`src/rtl/fixed_point_alu_unit_defines.svh`:
```
// Assertion macros shared by the fixed-point ALU files.
`ifndef FIXED_POINT_ALU_UNIT_DEFINES_SVH
`define FIXED_POINT_ALU_UNIT_DEFINES_SVH
`ifndef SYNTHESIS
`define FPA_ASSERT(lbl, clk_s, rstn_s, prop) \
  lbl: assert property (@(posedge clk_s) disable iff (!rstn_s) (prop)) \
    else $error("fixed_point_alu_unit: assertion failed");
`define FPA_NEVER(lbl, clk_s, rstn_s, expr) \
  lbl: assert property (@(posedge clk_s) disable iff (!rstn_s) !(expr)) \
    else $error("fixed_point_alu_unit: forbidden condition seen");
`else
`define FPA_ASSERT(lbl, clk_s, rstn_s, prop)
`define FPA_NEVER(lbl, clk_s, rstn_s, expr)
`endif
`endif

```
`src/rtl/fpa_pkg.sv`:
```
package fpa_pkg;

  localparam int DATA_W        = 32;
  localparam int MODE_W        = 4;
  localparam int PROD_W        = 2 * DATA_W;
  localparam int IN_DATA_W     = 2 * DATA_W;
  localparam int OUT_ITEM_W    = DATA_W + 4;
  localparam int OUT_DATA_W    = ((OUT_ITEM_W + 7) / 8) * 8;
  localparam int OUT_PAD_W     = OUT_DATA_W - OUT_ITEM_W;
  localparam int FRAC_BITS_DEF = 8;

  typedef enum logic [MODE_W-1:0] {
    MODE_ADD = 4'd0,
    MODE_SUB = 4'd1,
    MODE_MUL = 4'd2,
    MODE_DIV = 4'd3,
    MODE_MIN = 4'd4,
    MODE_MAX = 4'd5,
    MODE_INC = 4'd6,
    MODE_DEC = 4'd7,
    MODE_I2F = 4'd8,
    MODE_F2I = 4'd9,
    MODE_CMP = 4'd10
  } mode_t;

  typedef struct packed {
    logic [DATA_W-1:0] other;
    logic              lt;
    logic              eq;
    logic              gt;
    logic              dz;
    logic              is_div;
    logic              neg;
  } alu_tag_t;

  typedef struct packed {
    logic              div_zero;
    logic              a_greater;
    logic              a_equal;
    logic              a_less;
    logic [DATA_W-1:0] result;
  } out_item_t;

endpackage

```
`src/rtl/fpa_skid.sv`:
```
`include "fixed_point_alu_unit_defines.svh"

module fpa_skid
  import fpa_pkg::*;
(
  input  logic      clk,
  input  logic      rst_n,
  input  logic      in_vld,
  output logic      in_rdy,
  input  out_item_t in_item,
  output logic      out_vld,
  input  logic      out_rdy,
  output out_item_t out_item
);

  logic      out_vld_r;
  logic      out_vld_nxt;
  out_item_t out_item_r;
  out_item_t out_item_nxt;
  logic      skid_vld_r;
  logic      skid_vld_nxt;
  out_item_t skid_item_r;
  out_item_t skid_item_nxt;

  assign in_rdy = !skid_vld_r;

  always_comb begin
    out_vld_nxt   = out_vld_r;
    out_item_nxt  = out_item_r;
    skid_vld_nxt  = skid_vld_r;
    skid_item_nxt = skid_item_r;
    if (!out_vld_r || out_rdy) begin
      out_vld_nxt  = skid_vld_r || in_vld;
      out_item_nxt = skid_vld_r ? skid_item_r : in_item;
      skid_vld_nxt = 1'b0;
    end else if (!skid_vld_r && in_vld) begin
      skid_vld_nxt  = 1'b1;
      skid_item_nxt = in_item;
    end
  end

  always_ff @(posedge clk) begin
    if (!rst_n) begin
      out_vld_r  <= 1'b0;
      skid_vld_r <= 1'b0;
    end else begin
      out_vld_r  <= out_vld_nxt;
      skid_vld_r <= skid_vld_nxt;
    end
  end

  always_ff @(posedge clk) begin
    out_item_r  <= out_item_nxt;
    skid_item_r <= skid_item_nxt;
  end

  assign out_vld  = out_vld_r;
  assign out_item = out_item_r;

  `FPA_NEVER(a_skid_only_behind_out, clk, rst_n, skid_vld_r && !out_vld_r)

endmodule

```
`config.mk`:
```
export PLATFORM = sky130hd
export DESIGN_NAME = fpa_skid
export DESIGN_NICKNAME = d
export VERILOG_FILES = /design/src/rtl/fpa_pkg.sv /design/src/rtl/fpa_skid.sv
export VERILOG_INCLUDE_DIRS = /design/src /design/src/rtl
export SDC_FILE = /design/constraint.sdc
export NUM_CORES = 1
export LEC_CHECK = 0
export BUFFER_PORTS_ARGS = -buffer_cell sky130_fd_sc_hd__buf_2
export CAP_MARGIN = 20
export CORE_MARGIN = 5
export CORE_UTILIZATION = 50
export DETAILED_ROUTE_END_ITERATION = 8
export PLACE_DENSITY_LB_ADDON = 0.15
export SETUP_SLACK_MARGIN = 0.02
export SYNTH_ARGS = -nofsm -noshare
export SYNTH_HDL_FRONTEND = slang
export SYNTH_SLANG_ARGS = --single-unit
```
`constraint.sdc`:
```
create_clock -name clk -period 13.4 [get_ports clk]
set_input_delay 2.01 -clock clk [delete_from_list [all_inputs] [get_ports clk]]
set_output_delay 2.01 -clock clk [all_outputs]
set_load 0.01 [all_outputs]
```
# After elaboration in Yosys (flattened, before gate mapping)
# Index checks and enable logic that the tools add are counted.
# word_totals
word_cells	22
regBits	74
# classes
reduce_logical	7
n_bitwise	2
n_mux	1
# ops
operator	count
$mux 36	1
$logic_not 1->1	2
$logic_or 1x1->1	2
$not 1->1	2
$reduce_and 2->1	1
$reduce_or 2->1	1
$logic_and 1x1->1	1

# Depth between registers and ports, before layout
# Gate-level depths: netlist (run 1).
# logic_depth
word_depth	4
depth_mapped	4
mapped_depth_nobuf	2

# Worst setup path after synthesis (run 1)
# No wires, ideal clock.
# synth_path
path_kind	input-to-reg
start	input out_rdy
end	register skid_item_r[0] in the netlist's numbering (enable)
slack_ns	7.207
t_arrival_ns	5.712
t_required_ns	12.919
n_path_buf	0
setup_time_ns	0.481
stages	2
cell_sequence	nand2b_1 -> nor3b_1
# synth_via
elab_chain_len	3
# synth_rtl
element	line_no	rtl
from (decl)	fpa_skid.sv:12	input logic out_rdy,
$logic_or 1x1->1	fpa_skid.sv:32	if (!out_vld_r || out_rdy) begin
$not 1->1 (no line)	--	
$reduce_and 2->1 (no line)	--	
to (signal assigned)	fpa_skid.sv:54	skid_item_r <= skid_item_nxt;
to (decl)	fpa_skid.sv:22	out_item_t skid_item_r;
# Every way passes these cells.
# A chain may end at the register's enable or synchronous reset.

# Worst setup path after layout (run 1)
# layout_path
start	register skid_vld_r
end	output in_rdy
# layout_via
elab_chain_len	1
# layout_rtl
element	line_no	rtl
from (decl)	fpa_skid.sv:20	logic skid_vld_r;
from (signal assigned)	fpa_skid.sv:48	skid_vld_r <= skid_vld_nxt;
$logic_not 1->1	fpa_skid.sv:25	assign in_rdy = !skid_vld_r;
to (decl)	fpa_skid.sv:9	output logic in_rdy,
# Every way passes these cells.

==> results.yml, run 1 <==
grt:
  antenna_found_initial: 0
  overflow: 0
  grt_pass1_wl_um: 7520
  grt_max_degree: 40
  first_global_vias: 1579
  grt_usage_pct: 14.0
clock_network:
  clk_latency_ns: 0.32
  clk_pin_slew_ns: 0.07
  cts_resized: 0
  post_cts_buffers: 0
  postCtsHoldBufs: 0
  cts_max_level: 3
  clockBufferDepth: 2
  numCtsBuffers: 9
  cts_tree: "done"
  cts_num_sinks: 74
  root_buffer: "clkbuf_8"
detailed_routing:
  routed_wirelength_um: 4650
  drt_pass1_iterations: 4
  drc: 0
  via_per_inst: 4.94
  vias: 1387
  wl_per_cell_um: 16.5
  drt_iter0_drc: 108
  postRouteAntennaNets: 0
cells_and_area:
  multiInputGateArea_um2: 477
  area_delta_synth_final_pct: 23.5
  fillers: 367
  register_area_um2: 2200
  drive_gt1_share_pct: 61.6
  final_core_util_pct: 64.8
  nets: 246
  antenna_cells: 0
timing:
  max_slew_margin_pct: 35.1
  tightest_slew_ns: 0.973
  setup-violations-final: 0
  finalHoldViolCount: 0
  drv_slew: 0
  max_freq_ghz: 0.283
  min_period_over_period_pct: 26.3
  timing.final.crit_period_ns: 3.53
  rsz0062_at_grt: "false"
  setup_tns_ns: 0
  finClkSkew_ns: 0.00693
  finalHoldWorstSlack_ns: 0.552
worst_setup_path:
  critPathLaunchType: "register"
  cp_max_fo: 39
  path_cells: "inv_1 -> buf_2"
  rrSetupSlack_ns: 11.51
  worstSetupEndpointType: "output port"
  critPathSlowestCell: "dfxtp_2"
  worstPathArrival_ns: 1.52
  critPathKind: "reg -> out"
  reg2reg_to: "skid_item_r[28]"
  crit_required_ns: 11.39
  critical-path-top-delay-family: "flip-flops"
  rr_worst_depth: 3
  crit_path_max_incr_delay_ns: 0.95
  worst-path-buf-inv: 2
  r2r_start: "out_vld"
pwr:
  switching_power_uw: 90.9
  power_density_nw_per_um2: 137
  vdd_drop_max_uv: 76.4
  internal_power_uw: 368
  p_leak_uw: 0.00128
  switching_share_pct: 19.8
  clockPowerShare_pct: 33.9
  combPwrFrac_pct: 7.1
  power_frac_seq_pct: 59.0
hold_path:
  worst_hold_path_type: "reg -> reg"
  hold_start: "skid_item_r[6]"
  hold_depth: 1
  holdPathEnd: "out_item[6]"
synth:
  netlist_instances: 120
  ys_types: 13
  yosysWarnings: 0
  synth_seq_cells: 74
  netlist_area_um2: 2710
  syn_nets: 160
  avgSynthCellArea_um2: 22.6
  synth_seq_area_share_pct: 81.2
floorplanning:
  die_h_um: 83.6
  pin_count: 78
  core_um2: 5170
  die_area_um2: 7000
  die_x_um: 83.6
  initial_core_util_pct: 52.4
  core.rowCount: 26
placement:
  numPortBuffers: 77
  place_congestion: 0.693
  dpl.hpwl_um: 3150
job:
  cap_violations: 0
outcome:
  status: "finished clean"
## per-layer routing
| layer | wire length, um | track usage, % |
|---|---|---|
| met5 | 0 | 0 |
| met4 | 83 | 6.43 |
| met3 | 329 | 5.73 |
| met2 | 2320 | 22.4 |
| met1 | 1920 | 16.6 |
## layout make-up
| class | count | share of cell area, % |
|---|---|---|
| Timing Repair Buffer | 79 | 12.0 |
| Clock buffer | 12 | 4.03 |
| Inverter | 1 | 0.112 |
| Clock inverter | 4 | 1.27 |
| Tap cell | 70 | 2.61 |
| Multi-Input combinational cell | 41 | 14.2 |
| Sequential cell | 74 | 65.8 |
## registers in the layout, summed over array words and instances (netlist names)
signal,count
skid_item_r,36
skid_vld_r,1
out_vld,1
out_item,36
## stage by stage
stage               instances  cell area, um2  power [uW]  setup slack, ns
floorplan                 120            2710         291             7.21
global placement          265            3170         308             9.66
detailed placement        265            3170         309             9.61
CTS                       281            3350         464             9.81
global route              281            3350         480             9.71
finish                    281            3350         459             9.87
## synth_stat cells
| cell type | number | area share [%] |
|---|---|---|
| mux2_4 | 7 | 3.9 |
| buf_8 | 1 | 0.55 |
| nor3b_2 | 1 | 0.46 |
| buf_6 | 1 | 0.42 |
| mux2_2 | 29 | 12 |
| nor2_1 | 1 | 0.14 |
| nand2b_1 | 1 | 0.23 |
| edfxtp_1 | 72 | 80 |
| a21boi_1 | 1 | 0.28 |
| buf_2 | 2 | 0.37 |
| inv_1 | 1 | 0.14 |
| nor3b_1 | 1 | 0.28 |
| dfxtp_1 | 2 | 1.5 |
## cells by family after synthesis
logic type	after synthesis	share of synthesized area [%]
simple gates	4	1.11
compound gates	1	0.277
buf+inv	5	1.48
flops	74	81.2
mux	36	15.9
## power groups by stage
stage	sequential (uW)	combinational (uW)	clock, uW
2_1_floorplan	280	11.1	0
3_3_place_gp	276	32.1	0
3_5_place_dp	276	33.2	0
4_1_cts	271	33.5	160
5_1_grt	272	35.6	173
6_report	271	32.7	156
## how the worst max path moves through the flow
stage / start / endpoint / cells after the start
4_1_cts: skid_vld_r / in_rdy / 2
5_1_grt: skid_vld_r / in_rdy / 2
6_report: skid_vld_r / in_rdy / 2
3_5_place_dp: out_rdy / skid_item_r[4] / 4
3_3_place_gp: out_rdy / skid_item_r[35] / 4
2_1_floorplan: out_rdy / skid_item_r[0] / 2
## cell usage in the layout, fill, tap and decap left out, drive strengths merged
cell type / n
bufinv: 1
a21boi: 1
inv: 1
nand2b: 1
dfxtp: 2
clkbuf: 12
nor3b: 2
clkinv: 3
buf: 79
nor2: 1
edfxtp: 72
mux2: 36
(Power assumes the default switching activity.)
==> run 2: changes to the inputs <==
clock period = 3.3 ns   (was 13.4 ns; I/O delays follow)
==> results.yml, run 2 (synthesized netlist as in run 1, its figures left out) <==
worst_setup_path:
  cp_max_fo: 39
  worst-path-buf-inv: 2
  crit_required_ns: 2.80
  worstPathArrival_ns: 1.60
  rr_worst_depth: 1
  critPathSlowestCell: "dfxtp_2"
  critPathKind: "reg -> out"
  path_cells: "inv_1 -> buf_2"
  crit_cells: 2
  worstSetupEndpointType: "output port"
  critical-path-top-delay-family: "flip-flops"
  critPathLaunchType: "register"
  crit_path_max_incr_delay_ns: 1.00
detailed_routing:
  vias: 1397
  via_per_inst: 4.95
  drt_iter0_drc: 73
  routed_wirelength_um: 4690
  postRouteAntennaNets: 0
  wl_per_cell_um: 16.6
  drt_pass1_iterations: 4
  drc: 0
pwr:
  clockPowerShare_pct: 35.9
  internal_power_uw: 1500
  power_density_nw_per_um2: 568
  combPwrFrac_pct: 7.0
  total_power_uw: 1920
  switching_power_uw: 417
  switching_share_pct: 21.7
  vdd_drop_max_uv: 340
  power_frac_seq_pct: 57.2
  p_leak_uw: 0.00130
timing:
  worst_slack_ns: 1.21
  timing.final.crit_period_ns: 2.09
  drv_slew: 0
  rsz0062_at_grt: "false"
  finClkSkew_ns: 0.0107
  tightest_slew_ns: 1.01
  setup_tns_ns: 0
  max_slew_margin_pct: 32.6
  max_freq_ghz: 0.478
  min_period_over_period_pct: 63.4
  setup-violations-final: 0
  finalHoldViolCount: 0
  finalHoldWorstSlack_ns: 0.343
clock_network:
  cts_tree: "done"
  root_buffer: "clkbuf_8"
  clk_pin_slew_ns: 0.08
  cts_num_sinks: 74
  cts_max_level: 3
  post_cts_buffers: 0
  numCtsBuffers: 9
  clockBufferDepth: 2
  cts_resized: 0
  clk_latency_ns: 0.34
  postCtsHoldBufs: 0
cells_and_area:
  final_common_cell: "buf_2"
  antenna_cells: 0
  nets: 247
  area_delta_synth_final_pct: 24.9
  final_core_util_pct: 65.5
  layout_common_cells: "77 x buf_2, 72 x edfxtp_1, 29 x mux2_2, 9 x clkbuf_8, 7 x mux2_4"
  drive_gt1_share_pct: 64.2
  multiInputGateArea_um2: 483
  fillers: 366
  register_area_um2: 2200
floorplanning:
  core_um2: 5170
  initial_core_util_pct: 52.4
  die_x_um: 83.6
  pin_count: 78
  core.rowCount: 26
  die_h_um: 83.6
  die_area_um2: 7000
grt:
  antenna_found_initial: 0
  first_global_vias: 1495
  grt_max_degree: 40
  overflow: 0
  grt_usage_pct: 13.8
  grt_pass1_wl_um: 7420
job:
  cap_violations: 0
outcome:
  status: "finished clean"
hold_path:
  hold_depth: 1
  worst_hold_path_type: "in -> reg"
placement:
  place_ws_ns: 1.56
  place_congestion: 0.716
  numPortBuffers: 77
  dpl.hpwl_um: 3200
==> run 2: cell count changes in the layout (fill, tap and decap cells not counted), moves of 2 or more <==
cell	before	now
clkbuf_1	3	0
inv_6	0	2
clkinv_1	2	0
clkinvlp_4	0	2
==> run 2: stage by stage <==
step,std cells,cell area [um2]
final,282,3390
after global routing,282,3390
after CTS,282,3390
after detailed placement,266,3190
after global placement,266,3190
after floorplan,120,2720
==> run 2: power by group through the flow <==
stage | Clock, uW | Combinational [uW] | Sequential, uW
finish | 689 | 134 | 1100
global route | 754 | 146 | 1100
CTS | 707 | 137 | 1100
detailed placement | 0 | 136 | 1120
global placement | 0 | 131 | 1120
floorplan | 0 | 46.3 | 1140
==> run 2: layer usage <==
metal | wire length [um] | up-vias | track usage (%) | part of all wire [%]
met4 | 66 | 0 | 6.58 | 1.4
li1 | - | 654 | - | -
met3 | 454 | 7 | 6.22 | 9.7
met1 | 1910 | 676 | 16.7 | 41
met5 | 0 | - | 0 | 0
met2 | 2260 | 60 | 21.0 | 48
==> run 2: area by class of cell <==
class	instances	area share [%]
multi-input cells	41	14.3
flip-flops and latches	74	65.1
well taps	70	2.59
repair buffers	80	12.0
clock inverters	7	2.25
inverters	1	0.111
clock buffers	9	3.66
==> run 2: final timing paths <==
kind,to,startpoint,slack [ns]
worst max-delay path,in_rdy,skid_vld_r,1.21
worst min-delay path,skid_item_r[0],in_item[0],0.34
worst max register to register,out_item[25],skid_vld_r,1.62
worst min register to register,out_item[5],skid_item_r[5],0.55
