[src/rtl/fixed_point_alu_unit_defines.svh]
// Assertion macros shared by the fixed-point ALU files.
`ifndef FIXED_POINT_ALU_UNIT_DEFINES_SVH
`define FIXED_POINT_ALU_UNIT_DEFINES_SVH
`ifndef SYNTHESIS
`define FPA_ASSERT(lbl, clk_s, rstn_s, prop) \
  lbl: assert property (@(posedge clk_s) disable iff (!rstn_s) (prop)) \
    else $error("fixed_point_alu_unit: assertion failed");
`define FPA_NEVER(lbl, clk_s, rstn_s, expr) \
  lbl: assert property (@(posedge clk_s) disable iff (!rstn_s) !(expr)) \
    else $error("fixed_point_alu_unit: forbidden condition seen");
`else
`define FPA_ASSERT(lbl, clk_s, rstn_s, prop)
`define FPA_NEVER(lbl, clk_s, rstn_s, expr)
`endif
`endif

[src/rtl/fpa_pkg.sv]
package fpa_pkg;

  localparam int DATA_W        = 32;
  localparam int MODE_W        = 4;
  localparam int PROD_W        = 2 * DATA_W;
  localparam int IN_DATA_W     = 2 * DATA_W;
  localparam int OUT_ITEM_W    = DATA_W + 4;
  localparam int OUT_DATA_W    = ((OUT_ITEM_W + 7) / 8) * 8;
  localparam int OUT_PAD_W     = OUT_DATA_W - OUT_ITEM_W;
  localparam int FRAC_BITS_DEF = 8;

  typedef enum logic [MODE_W-1:0] {
    MODE_ADD = 4'd0,
    MODE_SUB = 4'd1,
    MODE_MUL = 4'd2,
    MODE_DIV = 4'd3,
    MODE_MIN = 4'd4,
    MODE_MAX = 4'd5,
    MODE_INC = 4'd6,
    MODE_DEC = 4'd7,
    MODE_I2F = 4'd8,
    MODE_F2I = 4'd9,
    MODE_CMP = 4'd10
  } mode_t;

  typedef struct packed {
    logic [DATA_W-1:0] other;
    logic              lt;
    logic              eq;
    logic              gt;
    logic              dz;
    logic              is_div;
    logic              neg;
  } alu_tag_t;

  typedef struct packed {
    logic              div_zero;
    logic              a_greater;
    logic              a_equal;
    logic              a_less;
    logic [DATA_W-1:0] result;
  } out_item_t;

endpackage

[src/rtl/fpa_front.sv]
module fpa_front
  import fpa_pkg::*;
#(
  parameter int FRAC_BITS = FRAC_BITS_DEF
) (
  input  logic                          clk,
  input  logic                          rst_n,
  input  logic                          en,
  input  logic                          in_vld,
  input  logic [MODE_W-1:0]             in_mode,
  input  logic signed [DATA_W-1:0]      in_a,
  input  logic signed [DATA_W-1:0]      in_b,
  output logic                          out_vld,
  output logic [DATA_W+FRAC_BITS-1:0]   out_dvd,
  output logic [DATA_W-1:0]             out_dsr,
  output alu_tag_t                      out_tag
);

  logic                     s0_vld_r;
  logic [MODE_W-1:0]        s0_mode_r;
  logic signed [DATA_W-1:0] s0_a_r;
  logic signed [DATA_W-1:0] s0_b_r;

  logic                     lt;
  logic                     eq;
  logic                     gt;
  logic signed [DATA_W-1:0] simple;
  logic signed [PROD_W-1:0] prod_nxt;
  logic [DATA_W-1:0]        ma;
  logic [DATA_W-1:0]        mb;

  logic                     s1_vld_r;
  logic signed [PROD_W-1:0] s1_prod_r;
  logic signed [DATA_W-1:0] s1_simple_r;
  logic                     s1_is_mul_r;
  logic                     s1_lt_r;
  logic                     s1_eq_r;
  logic                     s1_gt_r;
  logic                     s1_dz_r;
  logic                     s1_is_div_r;
  logic                     s1_neg_r;
  logic [DATA_W-1:0]        s1_ma_r;
  logic [DATA_W-1:0]        s1_mb_r;
  logic signed [PROD_W-1:0] prod_sh;

  always_ff @(posedge clk) begin
    if (!rst_n) begin
      s0_vld_r <= 1'b0;
      s1_vld_r <= 1'b0;
    end else if (en) begin
      s0_vld_r <= in_vld;
      s1_vld_r <= s0_vld_r;
    end
  end

  always_ff @(posedge clk) begin
    if (en) begin
      s0_mode_r <= in_mode;
      s0_a_r    <= in_a;
      s0_b_r    <= in_b;
    end
  end

  assign lt       = s0_a_r < s0_b_r;
  assign eq       = s0_a_r == s0_b_r;
  assign gt       = s0_a_r > s0_b_r;
  assign prod_nxt = s0_a_r * s0_b_r;
  assign ma       = s0_a_r[DATA_W-1] ? DATA_W'(-s0_a_r) : DATA_W'(s0_a_r);
  assign mb       = s0_b_r[DATA_W-1] ? DATA_W'(-s0_b_r) : DATA_W'(s0_b_r);

  always_comb begin
    case (s0_mode_r)
      MODE_ADD: simple = s0_a_r + s0_b_r;
      MODE_SUB: simple = s0_a_r - s0_b_r;
      MODE_MIN: simple = lt ? s0_a_r : s0_b_r;
      MODE_MAX: simple = gt ? s0_a_r : s0_b_r;
      MODE_INC: simple = s0_a_r + DATA_W'(1);
      MODE_DEC: simple = s0_a_r - DATA_W'(1);
      MODE_I2F: simple = s0_a_r <<< FRAC_BITS;
      MODE_F2I: simple = s0_a_r >>> FRAC_BITS;
      MODE_MUL, MODE_DIV, MODE_CMP: simple = '0;
      default:  simple = '0;
    endcase
  end

  always_ff @(posedge clk) begin
    if (en) begin
      s1_prod_r   <= prod_nxt;
      s1_simple_r <= simple;
      s1_is_mul_r <= s0_mode_r == MODE_MUL;
      s1_lt_r     <= lt;
      s1_eq_r     <= eq;
      s1_gt_r     <= gt;
      s1_dz_r     <= (s0_mode_r == MODE_DIV) && (s0_b_r == '0);
      s1_is_div_r <= (s0_mode_r == MODE_DIV) && (s0_b_r != '0);
      s1_neg_r    <= s0_a_r[DATA_W-1] != s0_b_r[DATA_W-1];
      s1_ma_r     <= ma;
      s1_mb_r     <= mb;
    end
  end

  assign prod_sh        = s1_prod_r >>> FRAC_BITS;
  assign out_vld        = s1_vld_r;
  assign out_dvd        = {s1_ma_r, {FRAC_BITS{1'b0}}};
  assign out_dsr        = s1_mb_r;
  assign out_tag.other  = s1_is_mul_r ? prod_sh[DATA_W-1:0] : s1_simple_r;
  assign out_tag.lt     = s1_lt_r;
  assign out_tag.eq     = s1_eq_r;
  assign out_tag.gt     = s1_gt_r;
  assign out_tag.dz     = s1_dz_r;
  assign out_tag.is_div = s1_is_div_r;
  assign out_tag.neg    = s1_neg_r;

endmodule

[config.mk]
export PLATFORM = sky130hd
export DESIGN_NAME = fpa_front
export DESIGN_NICKNAME = d
export VERILOG_FILES = /design/src/rtl/fixed_point_alu_unit_defines.svh /design/src/rtl/fpa_pkg.sv /design/src/rtl/fpa_front.sv
export SDC_FILE = /design/constraint.sdc
export NUM_CORES = 2
export LEC_CHECK = 0
export ABC_AREA = 0
export BUFFER_PORTS_ARGS = -buffer_cell sky130_fd_sc_hd__buf_2
export CAP_MARGIN = 15
export CORE_MARGIN = 8
export CORE_UTILIZATION = 45
export DETAILED_ROUTE_END_ITERATION = 16
export GPL_TIMING_DRIVEN = 0
export HOLD_SLACK_MARGIN = 0.08
export PLACE_DENSITY_LB_ADDON = 0.1
export SLEW_MARGIN = 40
export SYNTH_ARGS = -nofsm -noshare
export SYNTH_HDL_FRONTEND = slang
export SYNTH_SLANG_ARGS = --single-unit
[constraint.sdc]
create_clock -name clk -period 6.8 [get_ports clk]
set_clock_uncertainty 0.15 [all_clocks]
set_input_delay 1.02 -clock clk [delete_from_list [all_inputs] [get_ports clk]]
set_output_delay 1.02 -clock clk [all_outputs]
set_load 0.01 [all_outputs]
# Word level (Yosys, flattened, before mapping)
# Index checks and enable logic that the tools add are counted.
classes:
  add_sub_neg: 6
  multipliers: 1
  n_lt_le_gt_ge: 2
  eq_ne: 11
  mux: 6
  reduce_logical: 5
op_table:
  columns: ["cell", "n"]
  rows:
  - ["case mux 32 bit (8 select lines)", 1]
  - ["2-to-1 mux 32 bit", 3]
  - ["negation 32 bit", 2]
  - ["2-to-1 mux 31 bit", 2]
  - ["multiplier 32 x 32 -> 40 bit", 1]
  - ["adder 32 x 2 -> 32 bit, second input constant", 1]
  - ["adder 32 bit", 1]
  - ["equality test 32 bit", 1]
  - ["greater-than comparator 32 bit", 1]
  - ["logical NOT 32 bit", 1]
  - ["< comparator 32 bit", 1]
  - ["nonzero test 32 bit", 1]
  - ["subtractor 32 x 2 -> 32 bit, second input constant", 1]
  - ["subtractor 32 bit", 1]
  - ["equality test 4 x 3 -> 1 bit, second input constant", 4]
  - ["equality test 4 x 2 -> 1 bit, second input constant", 2]
  - ["equality test 4 bit, second input constant", 2]
  - ["equality test 4 x 1 -> 1 bit, second input constant", 1]
  - ["logical NOT 4 bit", 1]
  - ["logical AND 1 bit", 2]
  - ["!= test 1 bit", 1]
totals:
  register_bits: 213
  input_bits: 72
  output_inout_bits: 111
  word_cells: 49

# Depth between registers and ports, before layout
depth:
  ltp_word: 3
  depth_mapped: 27
  depth_no_buf: 25

# Worst setup path after synthesis
# OpenSTA, ideal clock, no wires.
synth_timing:
  path_type: "register to register"
  start: "reg s0_a_r[11]"
  end: "reg s1_prod_r[39], data pin"
  setup_ps: 260
  t_arrival_ps: 7107
  slack_ps: -717
  stages_incl_launch_ff: 26
  path_buffers: 3
  synth_period_minus_slack_ps: 7517
  cell_sequence: "edfxtp_1 clkbuf_1 clkbuf_1 clkbuf_1 nand2_1 fa_1 inv_1 fa_1 fa_1 inv_1 fa_1 inv_1 fa_1 fa_1 fa_1 fa_1 ha_1 a21o_1 a21o_1 a2111oi_0 o21bai_1 a21oi_1 a311oi_1 a211o_1 a21oi_1 xnor2_1"
synth_via:
  elab_chain_len: 1
synth_lines:
  columns: ["item", "line_no", "source"]
  rows:
  - ["start, declared", "fpa_front.sv:21", "logic signed [DATA_W-1:0] s0_a_r;"]
  - ["start signal, assigned", "fpa_front.sv:59", "s0_a_r <= in_a;"]
  - ["multiplier 32 x 32 -> 40 bit", "fpa_front.sv:67", "assign prod_nxt = s0_a_r * s0_b_r;"]
  - ["via prod_nxt[39]", "fpa_front.sv:28", "logic signed [PROD_W-1:0] prod_nxt;"]
  - ["end signal, assigned", "fpa_front.sv:88", "s1_prod_r <= prod_nxt;"]
  - ["end, declared", "fpa_front.sv:33", "logic signed [PROD_W-1:0] s1_prod_r;"]
# The timed path passes the listed nets, and every way through them passes these cells.
# A chain may end at the register's enable or synchronous reset.

# Final worst setup path
layout_timing:
  start: "reg s0_b_r[16]"
  end: "reg s1_prod_r[39], data pin"
layout_via:
  elab_chain_len: 1
layout_lines:
  columns: ["item", "line_no", "source"]
  rows:
  - ["start, declared", "fpa_front.sv:22", "logic signed [DATA_W-1:0] s0_b_r;"]
  - ["start signal, assigned", "fpa_front.sv:60", "s0_b_r <= in_b;"]
  - ["multiplier 32 x 32 -> 40 bit", "fpa_front.sv:67", null]
  - ["via prod_nxt[39]", "fpa_front.sv:28", null]
# The timed path passes the listed nets, and every way through them passes these cells.

==> metrics.md <==
| Metric | Value |
|---|---|
| Drt first pass iters | `7` |
| Num CTS Buffers | `25` |
| Multi-input gate area | `27500 µm²` |
| Global-route wire length before repair | `222000 µm` |
| Crit path kind | `reg2reg` |
| Wire length per cell | `29.7 µm` |
| WL met2 | `67400 µm` |
| Area leader, netlist | `fa_1` |
| Worst-margin pin slew | `0.928 ns` |
| Vias per cell | `5.73` |
| Hold Buf Count CTS | `0` |
| Fin crit period | `7.96 ns` |
| Reg area | `6140 µm²` |
| Yosys reg bits | `205` |
| Critical R2R Capture | `s1_prod_r[39]` |
| Longest Clk Path Bufs | `3` |
| Setup violators final | `19` |
| Worst-skew pair later-pin latency | `0.62 ns` |
| Final nets | `5171` |
| Top_reg_cell synth | `edfxtp_1` |
| Core Region | `80500 µm²` |
| Initial antenna violation count | `12` |
| Uppermost layer routed | `met5` |
| Post-DP HPWL | `122000 µm` |
| Final slew viol count | `0` |
| Hold Path Class | `reg2reg` |
| Total wire length | `157000 µm` |
| Met3 wire length | `18000 µm` |
| Share of post-route cells with drive strength above 1 | `17.3%` |
| Final Hold Fails | `0` |
| 1st-iter DRT viols | `3290` |
| Clock transition at path regs | `0.06 ns` |
| Number of cells on the critical path | `26` |
| Post-synth EDFFs | `203` |
| Crit share post-route | `117%` |
| Non-Filler Instances | `5296` |
| Worst path bufs/invs | `7` |
| Port bufs | `174` |
| Mapped cell area | `36600 µm²` |
| Synth cell count leaders | `716 x inv_1, 644 x fa_1, 414 x nand2_1` |
| R2R Setup Slk | `-1.16 ns` |
| Worst r2r src | `s0_b_r[16]` |
| Crit path max fanout | `10` |
| Vias in the first global route | `31200` |
| Num rows | `104` |
| Critical Path Start | `s0_b_r[16]` |
| Setup crit end | `s1_prod_r[39]` |
| Fmax | `126 MHz` |
| Critical Path Source Type | `flop` |
| Top cell by count, worst path | `fa_1` |
| DIE AREA | `90700 µm²` |
| Chip Height | `301 µm` |
| Failing checks | `setup timing` |
| RSZ-0062 raised after global routing | `true` |
| Total track usage | `34.3%` |
| P&R area growth vs syn | `17.8%` |
| Avg Cell Area, Syn | `9.48 µm²` |
| Total of fill cells in the finished design | `7385` |
| Share of the synthesized area in the top cell type | `35.2%` |
| Req. time, crit path | `6.96 ns` |
| Most frequent cell after synthesis | `inv_1` |
| # DRC | `0` |
| Synth top area cells | `fa_1 35%, edfxtp_1 17%, ha_1 8.2%` |
| Status | `finished with violations` |
| Die width | `301 µm` |
| CP max stage cell | `fa_1` |
| CTS sink cnt | `205` |
| Yosys cell types | `77` |
| Critical Path Max Stage Delay | `0.61 ns` |
| Final GP Congestion | `1.01` |
| Core Util, Final | `53.5%` |
| Largest net degree at the start of global routing | `78` |
| Ports | `183` |
| Cells after DPL | `5106` |
| Ys Warns | `0` |
| GRT Residual Overflow | `0` |
| Initial Utilization | `45.4%` |
| Gate count of the mapped netlist | `3860` |
| Post-route ant nets | `0` |
| DRT met1 WL | `60100 µm` |
| Root buf cell | `clkbuf_16` |
| Critical Path AT | `8.12 ns` |
| Setup WS post-layout | `-1.16 ns` |
| CP delay by family, top | `adder cells` |
| Setup crit end kind | `flop` |
| Via count | `30300` |
| Slew margin rel. | `37.3%` |
| Register area share after synthesis | `16.8%` |
| H-tree levels | `1` |
| Worst Reg-to-Reg Cells | `26` |
| CTS tree | `done` |
| Fraction of registers with async set/reset | `0%` |
| Max-cap violations | `0` |
## registers in the layout (all words and copies together), names as in the netlist, 4 cells and up
register and count:
s1_simple_r 32, out_dsr 32, s0_b_r 32, s0_mode_r 4, s0_a_r 32, s1_prod_r 32, s1_ma_r 32
## layer usage
metal,vias up,track usage (%)
li1,12800,-
met1,15300,43.8
met2,1747,51.0
met3,495,10.7
met4,10,20.0
met5,-,1.19
## worst reg2reg max path, delay by kind of cell (launching register included)
| kind | cells | cell delay [ns] |
|---|---|---|
| simple gates | 1 | 0.17 |
| xor+xnor | 1 | 0.12 |
| flops | 1 | 0.54 |
| fa+ha+maj | 9 | 4.03 |
| compound gates | 8 | 1.67 |
| buf+inv | 7 | 0.97 |
## cell usage in the layout, fill, tap and decap left out, types with 16 or more instances in the layout
cell type,n
nand2_1,411
fa_2,23
fa_1,621
clkbuf_1,49
xnor2_1,163
clkbuf_8,35
mux2_2,37
a21o_1,30
or3_1,19
o21ai_0,80
nor3_1,16
clkbuf_2,33
buf_6,22
nand2b_1,26
nor2_1,130
and2_1,370
buf_4,152
inv_1,699
clkbuf_4,30
nand3_1,24
xor2_1,43
edfxtp_1,203
buf_2,184
a21oi_1,129
ha_1,228
clkbuf_16,54
nand4_1,18
## kinds of logic after synthesis
family / Yosys count / synth area share, %
AOI/OAI and AO/OA: 433 / 7.68
and+or+nand+nor: 1104 / 15.3
DFF: 205 / 16.8
buffers and inverters: 964 / 10.1
muxes: 50 / 1.49
adders and majority gates: 883 / 43.4
xor gates and xnor gates: 220 / 5.31
other: 1 / 0.0102
## worst min-delay path by stage
stage / cells past startpoint / start / endpoint / slack, ns
2_1_floorplan: 0 / s0_a_r[0] / s1_ma_r[0] / 0.32
3_3_place_gp: 2 / out_vld / out_vld / 0.35
3_5_place_dp: 2 / out_vld / out_vld / 0.36
4_1_cts: 2 / out_vld / out_vld / 0.38
5_1_grt: 2 / s0_vld_r / s0_vld_r / 0.41
6_report: 2 / out_vld / out_vld / 0.37
## stage by stage
stage	setup WS [ns]	TNS, ns	instance area (µm²)	hold WS, ns
final	-1.16	-13.40	43100	0.369
after global routing	-1.31	-17.46	43100	0.413
after CTS	-1.28	-14.65	42400	0.376
after detailed placement	-2.43	-44.01	39300	0.359
after global placement	-3.25	-69.41	39200	0.351
after floorplan	-0.255	-1.43	37000	0.323
## cell type report
| cell class | instances | area share [%] |
|---|---|---|
| flip-flops and latches | 205 | 14.2 |
| diodes | 4 | 0.0232 |
| inverters | 722 | 6.33 |
| multi-input cells | 2698 | 63.8 |
| clock inverters | 16 | 0.482 |
| repair buffers | 331 | 5.28 |
| clock buffers | 27 | 1.47 |
| plain buffers | 233 | 5.28 |
| well taps | 1060 | 3.08 |
## what timing repair did
action | CTS | global route
setup endpoints to repair | 29 | 31
hold endpoints to repair | 0 | 0
pin swaps | 36 | 49
setup buffers | 103 | 50
resized for setup | 344 | 132
Power is not shown: default switching activity piles up to over one toggle a cycle in this logic, so the estimate is an artifact.
